[config.mk]
export PLATFORM = sky130hd
export DESIGN_NAME = multi_channel_servo_pulse_sequencer_top
export DESIGN_NICKNAME = d
export VERILOG_FILES = /design/src/rtl/core/mcsp_pkg.sv /design/src/rtl/core/multi_channel_servo_pulse_sequencer_top.sv /design/src/rtl/core/mcsp_chan_store.sv
export SDC_FILE = /design/constraint.sdc
export NUM_CORES = 1
export LEC_CHECK = 0
export BUFFER_PORTS_ARGS = -buffer_cell sky130_fd_sc_hd__buf_2
export CELL_PAD_IN_SITES_DETAIL_PLACEMENT = 1
export CELL_PAD_IN_SITES_GLOBAL_PLACEMENT = 2
export CORE_ASPECT_RATIO = 1.1
export CORE_MARGIN = 1
export CORE_UTILIZATION = 42
export DETAILED_ROUTE_END_ITERATION = 12
export MAX_ROUTING_LAYER = met4
export PLACE_DENSITY_LB_ADDON = 0.1
export SLEW_MARGIN = 10
export SYNTH_ARGS = -nofsm -noshare
export SYNTH_HDL_FRONTEND = slang
export SYNTH_SLANG_ARGS = --single-unit
[constraint.sdc]
create_clock -name clk -period 7.3 [get_ports clk]
set_clock_uncertainty 0.2 [all_clocks]
set_input_delay 0.365 -clock clk [delete_from_list [all_inputs] [get_ports clk]]
set_output_delay 0.365 -clock clk [all_outputs]
set_load 0.05 [all_outputs]
[src/rtl/core/mcsp_pkg.sv]
`default_nettype none
// ----------------------------------------------------------------------------
// mcsp_pkg
// Shared types, constants and conversions for the servo pulse sequencer.
// ----------------------------------------------------------------------------
package mcsp_pkg;

  localparam int CHANNELS  = 12;
  localparam int CLOCK_MHZ = 16;

  localparam int MIN_US      = 544;
  localparam int MAX_US      = 2400;
  localparam int DEFAULT_US  = 1500;
  localparam int REFRESH_US  = 25000;
  localparam int TRIM_US     = 2;
  localparam int SLACK_TICKS = 4;
  localparam int PRESCALE    = 8;

  localparam int CH_W   = $clog2(CHANNELS);
  localparam int CUR_W  = CH_W + 1;
  localparam int TICK_W = 13;
  localparam int CNT_W  = 16;
  localparam int US_W   = 16;
  localparam int RD_W   = 12;
  localparam int CIU_W  = 4;

  localparam int DEFAULT_TICKS = CLOCK_MHZ * DEFAULT_US / PRESCALE;
  localparam int REFRESH_TICKS = (CLOCK_MHZ * REFRESH_US / PRESCALE) % 65536;

  typedef enum logic [1:0] {
    OP_TICK   = 2'd0,
    OP_WIDTH  = 2'd1,
    OP_ACTIVE = 2'd2,
    OP_START  = 2'd3
  } op_t;

  typedef struct packed {
    logic              active;
    logic [TICK_W-1:0] ticks;
  } chan_word_t;

  typedef struct packed {
    logic            en;
    logic [CH_W-1:0] addr;
    chan_word_t      word;
  } chan_wr_t;

  typedef struct packed {
    logic            en;
    logic [CH_W-1:0] addr_a;
    logic [CH_W-1:0] addr_b;
  } chan_rd_t;

  // clamp, trim, scale to prescaled timer ticks
  function automatic logic [TICK_W-1:0] us_to_ticks(input logic [US_W-1:0] us);
    logic [US_W-1:0] c;
    logic [US_W+7:0] prod;
    begin
      c = us;
      if (c < US_W'(MIN_US)) c = US_W'(MIN_US);
      if (c > US_W'(MAX_US)) c = US_W'(MAX_US);
      c = c - US_W'(TRIM_US);
      prod = (US_W+8)'(c) * (US_W+8)'(CLOCK_MHZ);
      prod = prod / (US_W+8)'(PRESCALE);
      return prod[TICK_W-1:0];
    end
  endfunction

  // ticks back to microseconds plus trim
  function automatic logic [RD_W-1:0] ticks_to_us(input logic [TICK_W-1:0] ticks);
    logic [TICK_W+3:0] prod;
    begin
      prod = (TICK_W+4)'(ticks) * (TICK_W+4)'(PRESCALE);
      prod = prod / (TICK_W+4)'(CLOCK_MHZ);
      prod = prod + (TICK_W+4)'(TRIM_US);
      return prod[RD_W-1:0];
    end
  endfunction

endpackage
`default_nettype wire

[src/rtl/core/multi_channel_servo_pulse_sequencer_top.sv]
`default_nettype none
// An accepted beat is registered in stage 1, then in the output register.
// Throughput: one beat per cycle unless out_stall holds it; the channel memory
//   is read at accept, written on leaving stage 1, same-edge writes forwarded.
// Reset (rst, sync, active high): widths read as 1502 us through valid bits,
//   all channels detached, timer stopped, start pending, no channels in use.
// ----------------------------------------------------------------------------
// multi_channel_servo_pulse_sequencer_top
// RC servo pulse train generator: steps channel by channel on compare
// matches of a prescaled tick counter, then waits out the refresh frame.
// ----------------------------------------------------------------------------
module multi_channel_servo_pulse_sequencer_top (
  input  wire logic        clk,
  input  wire logic        rst,
  // config
  input  wire logic        cfg_wr_en,
  input  wire logic [3:0]  cfg_wr_data,
  // input channel
  input  wire logic        in_valid,
  output logic             in_stall,
  input  wire logic [1:0]  opcode,
  input  wire logic [3:0]  channel,
  input  wire logic [15:0] width_us,
  input  wire logic        active_value,
  // output channel
  output logic             out_valid,
  input  wire logic        out_stall,
  output logic [11:0]      pin_levels,
  output logic             needs_start,
  output logic             timer_running,
  output logic [11:0]      read_width_us,
  output logic             channel_active
);

  localparam int CH  = mcsp_pkg::CHANNELS;
  localparam int CHW = mcsp_pkg::CH_W;
  localparam int CUW = mcsp_pkg::CUR_W;
  localparam int CNW = mcsp_pkg::CNT_W;

  // ---- configuration --------------------------------------------------------
  logic [mcsp_pkg::CIU_W-1:0] ciu;

  always_ff @(posedge clk) begin
    if (rst) begin
      ciu <= '0;
    end else if (cfg_wr_en) begin
      ciu <= cfg_wr_data;
    end
  end

  // ---- sequencer state ------------------------------------------------------
  // cursor: idle flag plus index of the channel whose pulse is high.
  // cur_active mirrors the active flag of that channel so the falling edge
  // needs no extra memory port.
  logic           idle, idle_next;
  logic [CHW-1:0] cur, cur_next;
  logic           cur_active, cur_active_next;
  logic [CH-1:0]  levels, levels_next;
  logic [CNW-1:0] tick, tick_next;
  logic [CNW-1:0] compare, compare_next;
  logic           counting, counting_next;
  logic           pending, pending_next;

  // ---- stage 1 (memory data returns here) -----------------------------------
  logic                   s1_valid;
  mcsp_pkg::op_t          s1_op;
  logic [3:0]             s1_ch;
  logic [15:0]            s1_us;
  logic                   s1_act;
  logic                   s1_fire;
  logic                   in_fire;
  logic                   out_free;

  mcsp_pkg::chan_rd_t     rd;
  mcsp_pkg::chan_wr_t     wr;
  mcsp_pkg::chan_word_t   word_a;   // addressed channel
  mcsp_pkg::chan_word_t   word_b;   // channel after the cursor

  logic                   ch_ok;
  logic                   adv;
  logic                   adv_start;
  logic [CUW-1:0]         nxt;
  logic [CNW:0]           slack_sum;
  logic [CUW-1:0]         pre_nxt;
  logic [mcsp_pkg::TICK_W-1:0] rd_ticks;
  logic [mcsp_pkg::RD_W-1:0]   rd_us;
  logic                   rd_active;

  assign out_free = !out_valid || !out_stall;
  assign s1_fire  = s1_valid && out_free;
  assign in_stall = s1_valid && !out_free;
  assign in_fire  = in_valid && !in_stall;

  mcsp_chan_store u_store (
    .clk    (clk),
    .rst    (rst),
    .rd     (rd),
    .wr     (wr),
    .word_a (word_a),
    .word_b (word_b)
  );

  always_ff @(posedge clk) begin
    if (rst) begin
      s1_valid <= 1'b0;
    end else if (in_fire) begin
      s1_valid <= 1'b1;
    end else if (s1_fire) begin
      s1_valid <= 1'b0;
    end
  end

  always_ff @(posedge clk) begin
    if (in_fire) begin
      s1_op  <= mcsp_pkg::op_t'(opcode);
      s1_ch  <= channel;
      s1_us  <= width_us;
      s1_act <= active_value;
    end
  end

  // Read addresses come from the state as it will stand after the item now
  // leaving stage 1, so back-to-back advances see the right channel.
  always_comb begin
    pre_nxt   = idle_next ? '0 : (CUW'(cur_next) + CUW'(1));
    rd.en     = in_fire;
    rd.addr_a = (channel < 4'(CH)) ? channel[CHW-1:0] : '0;
    rd.addr_b = (pre_nxt < CUW'(CH)) ? pre_nxt[CHW-1:0] : '0;
  end

  // ---- item processing ------------------------------------------------------
  always_comb begin
    idle_next       = idle;
    cur_next        = cur;
    cur_active_next = cur_active;
    levels_next     = levels;
    tick_next       = tick;
    compare_next    = compare;
    counting_next   = counting;
    pending_next    = pending;
    wr.en           = 1'b0;
    wr.addr         = s1_ch[CHW-1:0];
    wr.word         = word_a;
    adv             = 1'b0;
    adv_start       = 1'b0;
    nxt             = '0;
    slack_sum       = '0;
    ch_ok           = s1_ch < 4'(CH);

    if (s1_fire) begin
      case (s1_op)
        mcsp_pkg::OP_TICK: begin
          if (counting) begin
            tick_next = tick + CNW'(1);
            adv       = (tick_next == compare);
          end
        end
        mcsp_pkg::OP_WIDTH: begin
          if (ch_ok) begin
            wr.en         = 1'b1;
            wr.word.ticks = mcsp_pkg::us_to_ticks(s1_us);
          end
        end
        mcsp_pkg::OP_ACTIVE: begin
          if (ch_ok) begin
            wr.en          = 1'b1;
            wr.word.active = s1_act;
            if (!idle && (s1_ch[CHW-1:0] == cur)) begin
              cur_active_next = s1_act;
            end
          end
        end
        mcsp_pkg::OP_START: begin
          adv       = 1'b1;
          adv_start = 1'b1;
        end
        default: begin
        end
      endcase

      if (adv) begin
        if (idle && !adv_start) begin
          // match with no train: stop and ask for a start
          pending_next  = 1'b1;
          counting_next = 1'b0;
        end else begin
          if (idle) begin
            tick_next     = '0;
            counting_next = 1'b1;
            nxt           = '0;
          end else begin
            // end of current pulse (detached channels keep their level)
            if ((cur < ciu) && cur_active) begin
              levels_next[cur] = 1'b0;
            end
            nxt = CUW'(cur) + CUW'(1);
          end
          if ((nxt < CUW'(ciu)) && (nxt < CUW'(CH))) begin
            compare_next    = tick_next + CNW'(word_b.ticks);
            cur_next        = nxt[CHW-1:0];
            idle_next       = 1'b0;
            cur_active_next = word_b.active;
            if (word_b.active) begin
              levels_next[nxt[CHW-1:0]] = 1'b1;
            end
          end else begin
            // last channel done: wait for the refresh point
            slack_sum = (CNW+1)'(tick_next) + (CNW+1)'(mcsp_pkg::SLACK_TICKS);
            if (slack_sum < (CNW+1)'(mcsp_pkg::REFRESH_TICKS)) begin
              compare_next = CNW'(mcsp_pkg::REFRESH_TICKS);
            end else begin
              compare_next = slack_sum[CNW-1:0];
            end
            idle_next = 1'b1;
          end
        end
        if (adv_start) begin
          pending_next = 1'b0;
        end
      end
    end
  end

  // readback reflects this item's own write
  always_comb begin
    rd_ticks  = (s1_op == mcsp_pkg::OP_WIDTH) ? mcsp_pkg::us_to_ticks(s1_us) : word_a.ticks;
    rd_active = (s1_op == mcsp_pkg::OP_ACTIVE) ? s1_act : word_a.active;
    rd_us     = mcsp_pkg::ticks_to_us(rd_ticks);
  end

  always_ff @(posedge clk) begin
    if (rst) begin
      idle       <= 1'b1;
      cur        <= '0;
      cur_active <= 1'b0;
      levels     <= '0;
      tick       <= '0;
      compare    <= '0;
      counting   <= 1'b0;
      pending    <= 1'b1;
    end else begin
      idle       <= idle_next;
      cur        <= cur_next;
      cur_active <= cur_active_next;
      levels     <= levels_next;
      tick       <= tick_next;
      compare    <= compare_next;
      counting   <= counting_next;
      pending    <= pending_next;
    end
  end

  // ---- output register ------------------------------------------------------
  always_ff @(posedge clk) begin
    if (rst) begin
      out_valid <= 1'b0;
    end else if (s1_fire) begin
      out_valid <= 1'b1;
    end else if (!out_stall) begin
      out_valid <= 1'b0;
    end
  end

  always_ff @(posedge clk) begin
    if (s1_fire) begin
      pin_levels     <= 12'(levels_next);
      needs_start    <= pending_next;
      timer_running  <= counting_next;
      read_width_us  <= ch_ok ? rd_us : '0;
      channel_active <= ch_ok && rd_active;
    end
  end

endmodule
`default_nettype wire

[src/rtl/core/mcsp_chan_store.sv]
`default_nettype none
// ----------------------------------------------------------------------------
// mcsp_chan_store
// Per-channel width/active memory: two registered read ports, one write
// port, same-edge write forwarding, valid bits for the reset default.
// ----------------------------------------------------------------------------
module mcsp_chan_store (
  input  wire logic                 clk,
  input  wire logic                 rst,
  input  wire mcsp_pkg::chan_rd_t   rd,
  input  wire mcsp_pkg::chan_wr_t   wr,
  output mcsp_pkg::chan_word_t      word_a,
  output mcsp_pkg::chan_word_t      word_b
);

  mcsp_pkg::chan_word_t mem [mcsp_pkg::CHANNELS];
  logic [mcsp_pkg::CHANNELS-1:0] vld;

  mcsp_pkg::chan_word_t mem_a;
  mcsp_pkg::chan_word_t mem_b;
  mcsp_pkg::chan_word_t fwd;
  logic vld_a;
  logic vld_b;
  logic hit_a;
  logic hit_b;
  mcsp_pkg::chan_word_t dflt;

  always_ff @(posedge clk) begin
    if (wr.en) begin
      mem[wr.addr] <= wr.word;
    end
  end

  always_ff @(posedge clk) begin
    if (rd.en) begin
      mem_a <= mem[rd.addr_a];
      mem_b <= mem[rd.addr_b];
      fwd   <= wr.word;
    end
  end

  always_ff @(posedge clk) begin
    if (rst) begin
      vld   <= '0;
      vld_a <= 1'b0;
      vld_b <= 1'b0;
      hit_a <= 1'b0;
      hit_b <= 1'b0;
    end else begin
      if (wr.en) begin
        vld[wr.addr] <= 1'b1;
      end
      if (rd.en) begin
        vld_a <= vld[rd.addr_a];
        vld_b <= vld[rd.addr_b];
        // read-before-write on a same-edge hit: take the written word
        hit_a <= wr.en && (wr.addr == rd.addr_a);
        hit_b <= wr.en && (wr.addr == rd.addr_b);
      end
    end
  end

  always_comb begin
    dflt.active = 1'b0;
    dflt.ticks  = mcsp_pkg::TICK_W'(mcsp_pkg::DEFAULT_TICKS);
    word_a = hit_a ? fwd : (vld_a ? mem_a : dflt);
    word_b = hit_b ? fwd : (vld_b ? mem_b : dflt);
  end

endmodule
`default_nettype wire
-- Word level (Yosys, flattened, before mapping)
Memories as Yosys holds them, arrays and structs flattened. A register that Yosys moved wholly into a read port is not among the register bits.
Cells that the tools add are included.
- add/subtract/negate cells: 8
- multiply operators: 0
- divide/modulo/power cells: 0
- $lt $le $gt $ge: 18
- eq/ne operators: 8
- shift operators: 0
- mux-type cells: 93
- bitwise gates (word level): 5
- reduce and logical (&&, ||, !) cells: 24
- operators by type and width (cell ; count):
    $mux W16 ; 14
    $mux W12 ; 15
    $mux W14 ; 5
    $mux W1 ; 39
    $mux W13 ; 3
    $gt A16 B12 Y1 const B ; 2
    $lt A4 B5 Y1 const B ; 5
    $mux W5 ; 5
    $mux W4 ; 6
    $or A12 B12 Y12 ; 2
    $sub A12 B2 Y12 const B ; 2
    $add A16 B3 Y17 const B ; 1
    $lt A17 B16 Y1 const B ; 1
    $add A16 B1 Y16 const B ; 1
    $add A16 B13 Y16 ; 1
    $eq A16 B16 Y1 ; 1
    $lt A16 B10 Y1 const B ; 1
    $logic_and A1 B1 Y1 ; 13
    $add A12 B2 Y12 const B ; 1
    $and A12 B12 Y12 ; 1
    $demux W1 S4 ; 3
    $eq A4 B4 Y1 ; 3
    $ge A4 B1 Y1 const B ; 3
    $not A12 Y12 ; 1
    other kinds (17) ; 27
- register bits after elaboration: 138
- bits in latches: 0
- RAM bits: 168
- bits in read-only memories: 0
- bits of input ports: 32
- output and inout port bits: 29
- word-level logic and storage cells: 184
- memories: 1
- memory list (memory ; words ; width ; read ports ; clocked after memory_dff ; write ports ; line ; text):
    u_store.mem ; 12 ; 14 ; 2 ; 2 ; 1 ; mcsp_chan_store.sv:16 ; mcsp_pkg::chan_word_t mem [mcsp_pkg::CHANNELS];

-- Depth between registers and ports, before layout
- word-level depth: 21
- gate-level depth with buffers: 26
- mapped depth without buffers: 22

-- Modules after synthesis
A second synthesis with hierarchy kept.
- cell total of the unflattened synthesis: 1475
- area total of the unflattened synthesis: 18047.3 µm²
- by module, submodules not included (module ; instances ; cells each ; area each (µm²) ; seq. area each (µm²)):
    mcsp_chan_store ; 1 ; 566 ; 10380.0 ; 6626.4
    multi_channel_servo_pulse_sequencer_top ; 1 ; 909 ; 7667.4 ; 2662.6

-- Worst setup path after synthesis
OpenSTA, ideal clock, no wires.
- path type: reg2reg
- from: register tick[0]
- to: register, netlist name u_store.mem_b[10]
- library setup time: 0.259 ns
- data arrival time: 4.802 ns
- required time: 6.841 ns
- path slack: 2.039 ns
- stages on the path, launching flop included: 24
- buffers on the path: 4
- clock period less this slack: 5.261 ns
- cell sequence: dfxtp_1 > buf_2 > and4_1 > nand2_2 > or4_4 > a2111o_1 > o41ai_4 > and2_1 > buf_2 > nand2_1 > nor2_1 > o21ai_0 > ha_1 > inv_1 > nand2_1 > a211o_1 > o21ai_0 > o21a_1 > buf_2 > nor2_1 > nand2_1 > buf_2 > o22ai_1 > a211o_1
- cells in the longest elaborated chain, start to end: 11
- elaborated cells between the ends (all ways): 13
- classes of those cells: 2 x add/sub; 1 x order compare; 1 x eq/ne; 9 x mux
- RTL lines (item ; line ; text):
    start: declaration ; multi_channel_servo_pulse_sequencer_top.sv:59 ; logic [CNW-1:0] tick, tick_next;
    start signal: assignment ; multi_channel_servo_pulse_sequencer_top.sv:246 ; tick <= tick_next;
    $add A16 B1 Y16 (*) ; multi_channel_servo_pulse_sequencer_top.sv:154 ; tick_next = tick + CNW'(1);
    $eq A16 B16 Y1 (*) ; multi_channel_servo_pulse_sequencer_top.sv:155 ; adv = (tick_next == compare);
    $mux W1 (*) ; multi_channel_servo_pulse_sequencer_top.sv:153 ; if (counting) begin
    $pmux W1 S2 (*) ; multi_channel_servo_pulse_sequencer_top.sv:151 ; case (s1_op)
    $mux W1 (*) ; multi_channel_servo_pulse_sequencer_top.sv:150 ; if (s1_fire) begin
    $mux W4 (*) ; multi_channel_servo_pulse_sequencer_top.sv:181 ; if (adv) begin
    $mux W4 (*) ; multi_channel_servo_pulse_sequencer_top.sv:150 ;
    named net cur_next[1] ; multi_channel_servo_pulse_sequencer_top.sv:56 ; logic [CHW-1:0] cur, cur_next;
    $add A4 B1 Y5 (*) ; multi_channel_servo_pulse_sequencer_top.sv:125 ; pre_nxt = idle_next ? '0 : (CUW'(cur_next) + CUW'(1));
    $mux W5 (*) ; multi_channel_servo_pulse_sequencer_top.sv:125 ;
    $lt A5 B4 Y1 ; multi_channel_servo_pulse_sequencer_top.sv:128 ; rd.addr_b = (pre_nxt < CUW'(CH)) ? pre_nxt[CHW-1:0] : '0;
    $mux W4 (*) ; multi_channel_servo_pulse_sequencer_top.sv:128 ;
Mark *: on every way through the listed nets, which the timed path passes. The rest lies on a longest branch. The select of a mux whose other input is x is not followed.
A chain may end at the register's enable or synchronous reset.

-- Worst setup path in the final report
- from: register tick[2]
- to: register, netlist name u_store.mem_b[7]
- cells in the longest elaborated chain, start to end: 11
- elaborated cells between the ends (all ways): 13
- classes of those cells: 2 x add/sub; 1 x order compare; 1 x eq/ne; 9 x mux
- RTL lines (item ; line):
    $add A16 B1 Y16 (*) ; multi_channel_servo_pulse_sequencer_top.sv:154
    $eq A16 B16 Y1 (*) ; multi_channel_servo_pulse_sequencer_top.sv:155
    $mux W1 (*) ; multi_channel_servo_pulse_sequencer_top.sv:153
    $pmux W1 S2 (*) ; multi_channel_servo_pulse_sequencer_top.sv:151
    $mux W1 (*) ; multi_channel_servo_pulse_sequencer_top.sv:150
    $mux W4 (*) ; multi_channel_servo_pulse_sequencer_top.sv:181
    $mux W4 (*) ; multi_channel_servo_pulse_sequencer_top.sv:150
    named net cur_next[1] ; multi_channel_servo_pulse_sequencer_top.sv:56
    $add A4 B1 Y5 (*) ; multi_channel_servo_pulse_sequencer_top.sv:125
    $mux W5 (*) ; multi_channel_servo_pulse_sequencer_top.sv:125
    $lt A5 B4 Y1 ; multi_channel_servo_pulse_sequencer_top.sv:128
    $mux W4 (*) ; multi_channel_servo_pulse_sequencer_top.sv:128
Marked as above.

==> metrics.cfg <==
[status]
status = completed

[drt]
via_per_inst = 5.94
wl_um = 57100
drc = 0
dr.pass1.iters = 5
num_vias = 13700
postRouteAntennaNets = 0
drtIter0Drc = 693
wl_per_cell_um = 24.7

[synth]
yosysSeqAreaShare_pct = 52.9
async_reset_ff_share_pct = 0
synthTopCellsByCount = 260 x edfxtp_1, 171 x nand2_1, 141 x nor2_1, 116 x a21oi_1, 92 x mux2i_1
yosys.area.top_type = edfxtp_1
synth_top_flop_cell = edfxtp_1
synth_edf_count = 260
synthXorXnorAreaFrac_pct = 3.79
synth_adder_area_share_pct = 2.39
netlist_instances = 1658
syn_nets = 1723
yosys-mux-area-fraction_pct = 5.77
ys_ff_latch = 334
synth_top_family_by_area = compound AO/OA/AOI/OAI gates
synth-compound-area-share_pct = 17.4
synth.distinct_cells = 83
yosysWarningCount = 0
yosys.area_share.simple_pct = 14.0
synthesis.area_um2 = 17600
synth.most_common_cell = edfxtp_1
synth_top_area_share_pct = 44.4
syn_avg_cell_area_um2 = 10.6
yosys-top-cells-area = edfxtp_1 44%, dfxtp_1 8.4%, mux2i_1 5.2%

[timing]
rsz0062_at_grt = false
slew_viol_final = 0
relSlewSlack_pct = 20.3
layout_setup_ws_ns = 0.720
setup_tns_ns = 0
setup_viol = 0
fmax_mhz = 152
min_period_ns = 6.58
post-route-period-util_pct = 90.1
tightestPinTransition_ns = 1.16
finalHoldViolations = 0

[worst_setup_path]
rr_endpoint = u_store.mem_b[7]
crit_path_max_fanout = 15
cp-end-kind = register
startpoint = tick[2]
reg2reg_depth = 21
rrSetupSlack_ns = 0.72
critPathKind = reg -> reg
slowest_delay_ns = 0.56
path_cells = and4_1 -> nand2_2 -> or4_4 -> a2111o_1 -> o41ai_4 -> and2_1 -> nand2_1 -> buf_4 -> nor2_1 -> o21ai_0 -> ha_1 -> inv_1 -> nand2_1 -> a211o_1 -> o21ai_0 -> o21a_1 -> nor2_1 -> nand2_1 -> buf_4 -> o22ai_1 -> a211o_1
worstReg2RegStart = tick[2]
crit_path_frequent_cell = nand2_1
crit_path_start_kind = register
crit_arrival_ns = 6.70
crit_slowest_cell = or4_4
cp.required_ns = 7.42

[clock_network]
cts_max_level = 2
post_cts_buffers = 0
cts_tree = done
numCtsBuffers = 39
path_clk_slew_ns = 0.06
ctsResizeCount = 0
postCtsHoldBufs = 31
root_buffer = clkbuf_16
clk_latency_ns = 0.57
clock-sinks = 334
clock_path_buffers = 3

[layout]
diodes = 0
nets = 1790
drive_gt1_share_pct = 11.9
filler_cell_count = 4413
areaGrowthSynthToFinish_pct = 14.3

[floorplanning]
num_rows = 78
die_y_um = 217
coreArea_um2 = 41300
dieArea_um2 = 42700
die_w_um = 197
start_util_pct = 42.6
ioPinCount = 61

[hold_path]
hold_class = in -> reg
hold_start = channel[2]
hold_path_depth = 2
hold_path_end = s1_ch[2]

[pwr]
powerDensity_nw_per_um2 = 223
power_leakage_nw = 7.38
peakVddDrop_mv = 0.196

[job]
maxCapViolCount = 0

[global_route]
grt_first_pass_wirelength_um = 87100
grt_max_degree = 76
grt_overflow = 0
grt_usage_pct = 28.0
grt_pass1_vias = 14500
antenna_found_initial = 0

[placed_design]
pre_cts_ws_ns = 0.861
place.gp.congestion = 0.835
dpl.hpwl_um = 37600
io_buffers = 60

## cells by family (layout without fill, tap and decap cells)
kind of cell    after synthesis  in the layout
mux                          99             99
buf+inv                     149            246
fa+ha+maj                    33             33
xor+xnor                     76             76
flops                       334            334
compound gates              449            449
simple gates                518            518
## layer usage
layer | up-vias | global-route usage [%] | part of all wire [%]
met3 | 109 | 4.19 | 4.2
met1 | 6941 | 33.1 | 42
met4 | 0 | 11.0 | 3.5
met5 | - | - | 0
met2 | 310 | 48.0 | 51
li1 | 6387 | - | -
## worst max-delay path by stage
stage               slack (ns)           endpoint
floorplan                 2.04  u_store.mem_b[10]
global placement          1.12   u_store.mem_b[7]
detailed placement        0.86   u_store.mem_b[6]
CTS                       0.79   u_store.mem_b[7]
global route              0.38   u_store.mem_b[7]
finish                    0.72   u_store.mem_b[7]
## flip-flops by register name, indices dropped and copies added (netlist names), 14 cells and up
signal and flops:
u_store.mem 168, compare 16, s1_us 16, tick 16
u_store.fwd 14, u_store.mem_a 14, u_store.mem_b 14
## power breakdown
group | leakage, nW | internal [mW] | switching (mW) | total, mW
Combinational | 3.61 | 0.101 | 0.237 | 0.337
Sequential | 3.15 | 2.10 | 0.0277 | 2.12
Clock | 0.617 | 1.20 | 0.813 | 2.01
Total | 7.38 | 3.40 | 1.08 | 4.47
## area by class of cell
| cell class | count | area (µm²) | share of cell area, % |
|---|---|---|---|
| Sequential cell | 334 | 9290 | 46.3 |
| Timing Repair Buffer | 135 | 953 | 4.75 |
| Multi-Input combinational cell | 1175 | 7690 | 38.3 |
| Clock buffer | 52 | 1060 | 5.26 |
| Tap cell | 560 | 701 | 3.49 |
| Inverter | 40 | 150 | 0.748 |
| Clock inverter | 19 | 243 | 1.21 |
## critical path: cells and delay by family, from the launching register on
kind,cells,cell delay (ns)
AND/OR/NAND/NOR,9,2.40
AO/OA/AOI/OAI,8,2.26
buffers and inverters,3,0.61
flip-flops,1,0.55
adder cells (fa/ha/maj),1,0.30
## through the flow
stage / instances / instance area [µm²] / util, % / total power, mW / hold slack (ns)
final: 2315 / 20100 / 48.6 / 4.47 / 0.234
after floorplan: 1658 / 17600 / - / 2.36 / 0.244
after detailed placement: 2213 / 18500 / 44.7 / 2.49 / 0.265
after global routing: 2315 / 20100 / 48.6 / 4.61 / 0.219
after global placement: 2213 / 18500 / 44.7 / 2.48 / 0.267
after CTS: 2315 / 20100 / 48.6 / 4.52 / 0.202
## cell usage in the layout (no fill, tap or decap), types with 6 or more instances in the layout
master | Yosys | routed
a311oi_1 | 30 | 30
or2_2 | 7 | 7
inv_1 | 37 | 36
o21ai_0 | 37 | 35
buf_2 | 14 | 60
and2_1 | 9 | 9
a221oi_1 | 10 | 10
nor3_1 | 44 | 39
o21bai_1 | 6 | 6
clkinv_1 | 2 | 8
mux2i_1 | 92 | 92
edfxtp_1 | 260 | 260
or3_1 | 11 | 11
nor2_1 | 141 | 132
a22oi_1 | 10 | 10
a21o_1 | 8 | 8
a21oi_1 | 116 | 116
xnor2_1 | 46 | 46
xor2_1 | 30 | 30
dfxtp_1 | 74 | 74
nand2b_1 | 7 | 7
o22ai_1 | 79 | 79
nor2b_1 | 34 | 34
nor4_1 | 12 | 12
nand3_1 | 34 | 34
nor2_2 | 0 | 9
buf_4 | 6 | 43
ha_1 | 32 | 32
clkbuf_16 | 0 | 40
a22o_1 | 15 | 15
clkbuf_1 | 72 | 11
a31oi_1 | 25 | 25
a211o_1 | 16 | 16
and3_1 | 11 | 11
nand2_1 | 171 | 171
dlygate4sd3_1 | 0 | 31
a211oi_1 | 37 | 37
Note: power is estimated with default switching activity, not from simulation.
